## config.mk

```make
export PLATFORM = sky130hd
export DESIGN_NAME = efsd_cell
export DESIGN_NICKNAME = d
export VERILOG_FILES = /design/src/sv/earliest_free_server_dispatch_macros.svh /design/src/sv/efsd_pkg.sv /design/src/sv/efsd_cell.sv
export SDC_FILE = /design/constraint.sdc
export NUM_CORES = 1
export LEC_CHECK = 0
export ABC_CLOCK_PERIOD_IN_PS = 8000
export BUFFER_PORTS_ARGS = -buffer_cell sky130_fd_sc_hd__buf_2
export CAP_MARGIN = 20
export CORE_MARGIN = 5
export CORE_UTILIZATION = 40
export DETAILED_ROUTE_END_ITERATION = 6
export PLACE_DENSITY = 0.66
export SYNTH_ARGS = -nofsm -noshare
export SYNTH_HDL_FRONTEND = slang
export SYNTH_SLANG_ARGS = --single-unit
export TNS_END_PERCENT = 100
```

## constraint.sdc

```tcl
create_clock -name clk -period 8 [get_ports clk]
set_input_delay 1.2 -clock clk [delete_from_list [all_inputs] [get_ports clk]]
set_output_delay 1.2 -clock clk [all_outputs]
set_load 0.05 [all_outputs]
```

## src/sv/earliest_free_server_dispatch_macros.svh

```systemverilog
// Assertion helpers used by earliest_free_server_dispatch.sv.
`ifndef EARLIEST_FREE_SERVER_DISPATCH_MACROS_SVH
`define EARLIEST_FREE_SERVER_DISPATCH_MACROS_SVH

// Check outside reset only.
`define EFSD_ASSERT_RST(lbl, prop, msg) \
  lbl: assert property (@(posedge clk) disable iff (!rst_n) prop) else $error(msg);

// Check at every edge, reset included.
`define EFSD_ASSERT_ALL(lbl, prop, msg) \
  lbl: assert property (@(posedge clk) prop) else $error(msg);

`endif

```

## src/sv/efsd_pkg.sv

```systemverilog
`timescale 1ns / 1ps
package efsd_pkg;

  typedef enum logic [1:0] {
    CELL_HOLD = 2'd0,
    CELL_INS  = 2'd1,
    CELL_SORT = 2'd2,
    CELL_CLR  = 2'd3
  } cell_op_t;

  typedef struct packed {
    cell_op_t op;
    logic     phase;
  } cell_ctl_t;

endpackage

```

## src/sv/efsd_cell.sv

```systemverilog
`timescale 1ns / 1ps
module efsd_cell #(
  parameter int            IW     = 6,
  parameter int            NW     = 7,
  parameter logic [IW-1:0] RST_ID = '0,
  parameter bit            ODD    = 1'b0
) (
  input  logic                clk,
  input  logic                rst_n,
  input  efsd_pkg::cell_ctl_t ctl,
  input  logic [NW-1:0]       n_eff,
  input  logic [31:0]         new_fin,
  input  logic [IW-1:0]       new_id,
  input  logic [31:0]         left_fin,
  input  logic [IW-1:0]       left_id,
  input  logic                left_lt_new,
  input  logic                left_swap,
  input  logic                right_vld,
  input  logic                right_inact,
  input  logic [31:0]         right_fin,
  input  logic [IW-1:0]       right_id,
  input  logic                right_lt_new,
  output logic [31:0]         fin_o,
  output logic [IW-1:0]       id_o,
  output logic [IW-1:0]       id_nxt_o,
  output logic                inact_o,
  output logic                lt_new_o,
  output logic                swap_o
);

  logic [31:0]   fin_r, fin_nxt;
  logic [IW-1:0] id_r, id_nxt;
  logic          inact;
  logic [IW+32:0] own_key, right_key, new_key;

  assign inact     = NW'(id_r) >= n_eff;
  assign own_key   = {inact, fin_r, id_r};
  assign right_key = {right_inact, right_fin, right_id};
  assign new_key   = {1'b0, new_fin, new_id};

  assign lt_new_o = own_key <= new_key;
  assign swap_o   = right_vld && (right_key < own_key);

  always_comb begin
    fin_nxt = fin_r;
    id_nxt  = id_r;
    unique case (ctl.op)
      efsd_pkg::CELL_HOLD: begin
      end
      efsd_pkg::CELL_INS: begin
        if (right_lt_new) begin
          fin_nxt = right_fin;
          id_nxt  = right_id;
        end else if (left_lt_new && lt_new_o) begin
          fin_nxt = new_fin;
          id_nxt  = new_id;
        end
      end
      efsd_pkg::CELL_SORT: begin
        if (ctl.phase == ODD) begin
          if (swap_o) begin
            fin_nxt = right_fin;
            id_nxt  = right_id;
          end
        end else if (left_swap) begin
          fin_nxt = left_fin;
          id_nxt  = left_id;
        end
      end
      efsd_pkg::CELL_CLR: begin
        if (!inact) begin
          fin_nxt = '0;
        end
      end
      default: begin
      end
    endcase
  end

  always_ff @(posedge clk) begin
    if (!rst_n) begin
      fin_r <= '0;
      id_r  <= RST_ID;
    end else begin
      fin_r <= fin_nxt;
      id_r  <= id_nxt;
    end
  end

  assign fin_o    = fin_r;
  assign id_o     = id_r;
  assign id_nxt_o = id_nxt;
  assign inact_o  = inact;

endmodule

```

---- Yosys cells after proc, flatten, opt, wreduce, memory -nomap -nowiden ----
Index checks and enable logic that the tools add are counted.
operators by class
  magnitude comparators ................... 3
  equal/unequal tests ..................... 7
  mux-type cells .......................... 13
  reductions and logical operators ........ 4
operators with widths
  kind                                                  number
  two-way mux 32 bit                                    6
  one-hot mux 32 bit (3 select lines)                   1
  <= comparator 39 x 38 -> 1 bit                        1
  less-than comparator 39 bit                           1
  two-way mux 6 bit                                     5
  one-hot mux 6 bit (2 select lines)                    1
  inequality test 3 bit (second input constant)         3
  greater-or-equal comparator 6 x 7 -> 1 bit            1
  AND reduction 5 bit                                   1
  equality test 2 bit (second input constant)           2
  nonzero test 3 bit                                    1
  equality test 2 x 1 -> 1 bit (second input constant)  1
  logical AND 1 bit                                     2
  inequality test 2 bit (second input constant)         1
word-level totals
  bits in registers ....................... 38
  input bits .............................. 131
  output and inout port bits .............. 47
  word-level logic and storage cells ...... 29

---- Depth between registers and ports, before layout ----
  depth in word-level cells ............... 6
  depth in mapped cells ................... 16
  depth with buffers taken out ............ 15

---- Worst setup path after synthesis ----
Ideal clock, no wire load.
  path kind ............................... in2out
  from .................................... input port n_eff[4]
  to ...................................... output port id_nxt_o[1]
  arrival time ............................ 4.963 ns
  slack ................................... 1.837 ns
  stages .................................. 15
  cells stage by stage .................... inv_1 -> ha_1 -> a21o_1 -> a21oi_1 -> o22ai_2 -> inv_1 -> ha_1 -> nand4_1 -> nor3_1 -> nand2_1 -> nor4_1 -> a211oi_2 -> a32o_1 -> a222oi_1 -> nand3_1
between the ends
  longest elaborated chain between the ends .. 6
ends and longest elaborated chain
  what                                        line             RTL
  start, declared                             efsd_cell.sv:11  input logic [NW-1:0] n_eff,
  greater-or-equal comparator 6 x 7 -> 1 bit  efsd_cell.sv:36  assign inact = NW'(id_r) >= n_eff;
  via inact_o                                 efsd_cell.sv:26  output logic inact_o,
  less-than comparator 39 bit                 efsd_cell.sv:42  assign swap_o = right_vld && (right_key < own_key);
  logical AND 1 bit                           efsd_cell.sv:42
  via swap_o                                  efsd_cell.sv:28  output logic swap_o
  two-way mux 6 bit                           efsd_cell.sv:61  if (swap_o) begin
  two-way mux 6 bit                           efsd_cell.sv:60  if (ctl.phase == ODD) begin
  one-hot mux 6 bit (2 select lines)          efsd_cell.sv:47  unique case (ctl.op)
  end, declared                               efsd_cell.sv:25  output logic [IW-1:0] id_nxt_o,
The timed path passes the listed nets, and every way through them passes these cells.

---- Worst setup path after layout ----
  from .................................... input port n_eff[4]
  to ...................................... output port id_nxt_o[5]
between the ends
  longest elaborated chain between the ends .. 6
ends and longest elaborated chain
  what                                                                           line
  greater-or-equal comparator 6 x 7 -> 1 bit (*)                                 efsd_cell.sv:36
  less-than comparator 39 bit or <= comparator 39 x 38 -> 1 bit (tied branches)  efsd_cell.sv:42, efsd_cell.sv:41
  logical AND 1 bit, on equally long branches                                    efsd_cell.sv:42, efsd_cell.sv:54
  two-way mux 6 bit, on equally long branches                                    efsd_cell.sv:61, efsd_cell.sv:54
  two-way mux 6 bit, on equally long branches                                    efsd_cell.sv:60, efsd_cell.sv:51
  one-hot mux 6 bit (2 select lines) (*)                                         efsd_cell.sv:47
Every way passes the cells marked *; elsewhere a longest branch is shown, timed or not.

==> flow_summary.ini <==
[floorplanning]
core.rowCount = 40
die_x_um = 120
core_mm2 = 0.0120
start_util_pct = 40.5
ios = 178
dieArea_mm2 = 0.0144
fp.dieH_um = 120

[finish]
multi_input_area_mm2 = 0.00358
final_common_cell = buf_2
area_growth_pct = 21.9
regArea_um2 = 761
final_cell_mix = buf_2 (177), inv_1 (87), ha_1 (86)
drive_above_1_share_pct = 30.6
final_area_mm2 = 0.00590
final_cells = 909
fillCellCount = 1200
nNetsFinal = 978
antenna_cells = 0

[global_routing]
grt_max_degree = 65
overflow = 0
grt_pass1_wl_um = 25500
track_usage_pct = 21.5
grt_pass1_vias = 5251
antenna_found_initial = 0

[critical_path]
r2r-start = id_o[0]
critPathRequiredTime_ns = 6.80
critPathLaunch = n_eff[4]
critPathCaptureType = output port
worst-setup-path-type = in -> out
path_max_fanout = 6
r2r_slack_ns = 3.65
start_kind = primary input
worstPathArrival_ns = 4.92

[route]
vias = 5131
detail_route.iter0.violations = 234
drt-pass1-iter-count = 6
drt_wl_total_um = 16000
ant_nets = 0
wl_per_cell_um = 17.6
viasPerCell = 5.64
route.detailed.drc = 0

[clocking]
cts_tree = done
cts.sinks = 38
clk_pin_slew_ns = 0.06
clk_path_buf_depth = 2
root_buffer = clkbuf_16
cts_resized = 0
cts_setup_buffers = 0
holdBufCountCts = 0
clkLatencyLatePin_ns = 0.28
htree_levels = 2
cts_buffers = 5

[power_and_ir_drop]
total_power_w = 0.000852
power_density_mw_per_mm2 = 144
ir_drop_mv = 0.0770
p_leak_nw = 3.10

[synthesis]
synth-edff-count = 0
yosysSeqAreaShare_pct = 15.7
ys_types = 47
ys_seq_elements = 38
yosys_warnings = 0
synth-async-reset-ratio_pct = 0
syn-num-nets = 825
ys.flop_type = dfxtp_1
synthesis.area_mm2 = 0.00484
synthCells = 608
avgSynthCellArea_um2 = 7.96

[placement]
dp.cells = 901
routabilityCongestion = 0.861
numPortBuffers = 177
dpl_cell_area_mm2 = 0.00576
dpl.hpwl_um = 12300
dp_slack_ns = 1.88

[timing]
final.setup.worst_slack_ns = 1.88
max_freq_mhz = 164
tightest_slew_ns = 1.06
clock_skew_ns = 0.00672
rsz0062_at_grt = false
min_period_ns = 6.12
finalCritPeriodShare_pct = 76.4
final_max_slew_viol_count = 0
finalSetupViolCount = 0
finalHoldViolCount = 0
slew_headroom_pct = 29.6
setup_tns_ns = 0

[min_path]
holdCritPathClass = reg -> reg
holdCritStartpoint = id_o[0]

[job]
drv_cap = 0

[outcome]
status = completed
[state kept, by name, indices dropped and copies added (netlist names)]
name	cells
fin_o	32
id_o	6
[kinds of logic (layout without fill, tap and decap cells)]
logic type	count (synthesis)	after routing	synth area share (%)
AOI/OAI and AO/OA	178	178	25.7
and+or+nand+nor	121	121	11.8
buffers and inverters	121	275	10.5
adders and majority gates	86	86	22.2
muxes	64	64	14.1
DFF	38	38	15.7
[per-layer routing]
metal | vias to the layer above | GRT usage (%) | wire, µm
li1 | 2522 | - | -
met1 | 2416 | 27.8 | 7050
met2 | 182 | 37.7 | 7600
met3 | 11 | 3.20 | 1130
met4 | 0 | 4.65 | 195
met5 | - | 0 | 0
[report_power, final]
part / leakage (nW) / switching (W) / internal, W
clock network: 0.0739 / 0.0000864 / 0.000124
registers: 0.314 / 0.0000190 / 0.000210
logic: 2.71 / 0.000264 / 0.000149
total: 3.10 / 0.000369 / 0.000483
[cell type report]
cell class	instances	area share, %
Clock inverter	1	0.0848
Inverter	87	5.53
Tap cell	147	3.12
Clock buffer	7	2.42
Sequential cell	38	12.9
Multi-Input combinational cell	449	60.6
Timing Repair Buffer	180	15.4
[worst paths after layout]
kind	endpoint	depth (start not counted)
worst max-delay path	id_nxt_o[5]	17
worst min-delay path	id_o[0]	2
worst max register to register	fin_o[27]	16
worst min register to register	id_o[0]	2
[metrics by stage]
step | hold slack, ns | utilization [%]
2_1_floorplan | 0.735 | -
3_5_place_dp | 0.541 | 48.1
6_report | 0.553 | 49.4
4_1_cts | 0.553 | 49.4
3_3_place_gp | 0.538 | 48.1
5_1_grt | 0.607 | 49.4
[critical path, cell delays in order]
cell      delay [ns]
buf_2           0.08
inv_1           0.03
ha_1            0.28
a21o_1          0.11
a21oi_1         0.07
o22ai_2         0.39
inv_1           0.09
ha_1            0.33
nand4_1         0.15
nor3_1          0.31
nand2_1         0.11
nor4_1          0.38
a211oi_2        0.19
a32o_1          0.34
a222oi_1        0.47
nand3_1         0.15
buf_2           0.24
[cell usage after synthesis, types with 4 or more instances]
library cell	count	area, µm²
clkbuf_1	19	71.3
a21oi_1	26	130
nand2b_1	4	25.0
mux2i_1	32	320
o21ai_0	76	380
dfxtp_1	38	761
mux2_2	32	360
a222oi_1	6	60.1
ha_1	86	1080
buf_6	7	78.8
inv_1	87	327
nand2_1	63	236
nor2_1	15	56.3
o311a_1	32	320
nand3_1	14	70.1
buf_1	8	30.0
a31oi_1	7	43.8
nand4_1	10	62.6
a211oi_1	5	37.5
No activity file was read; power rests on OpenSTA's default activity.
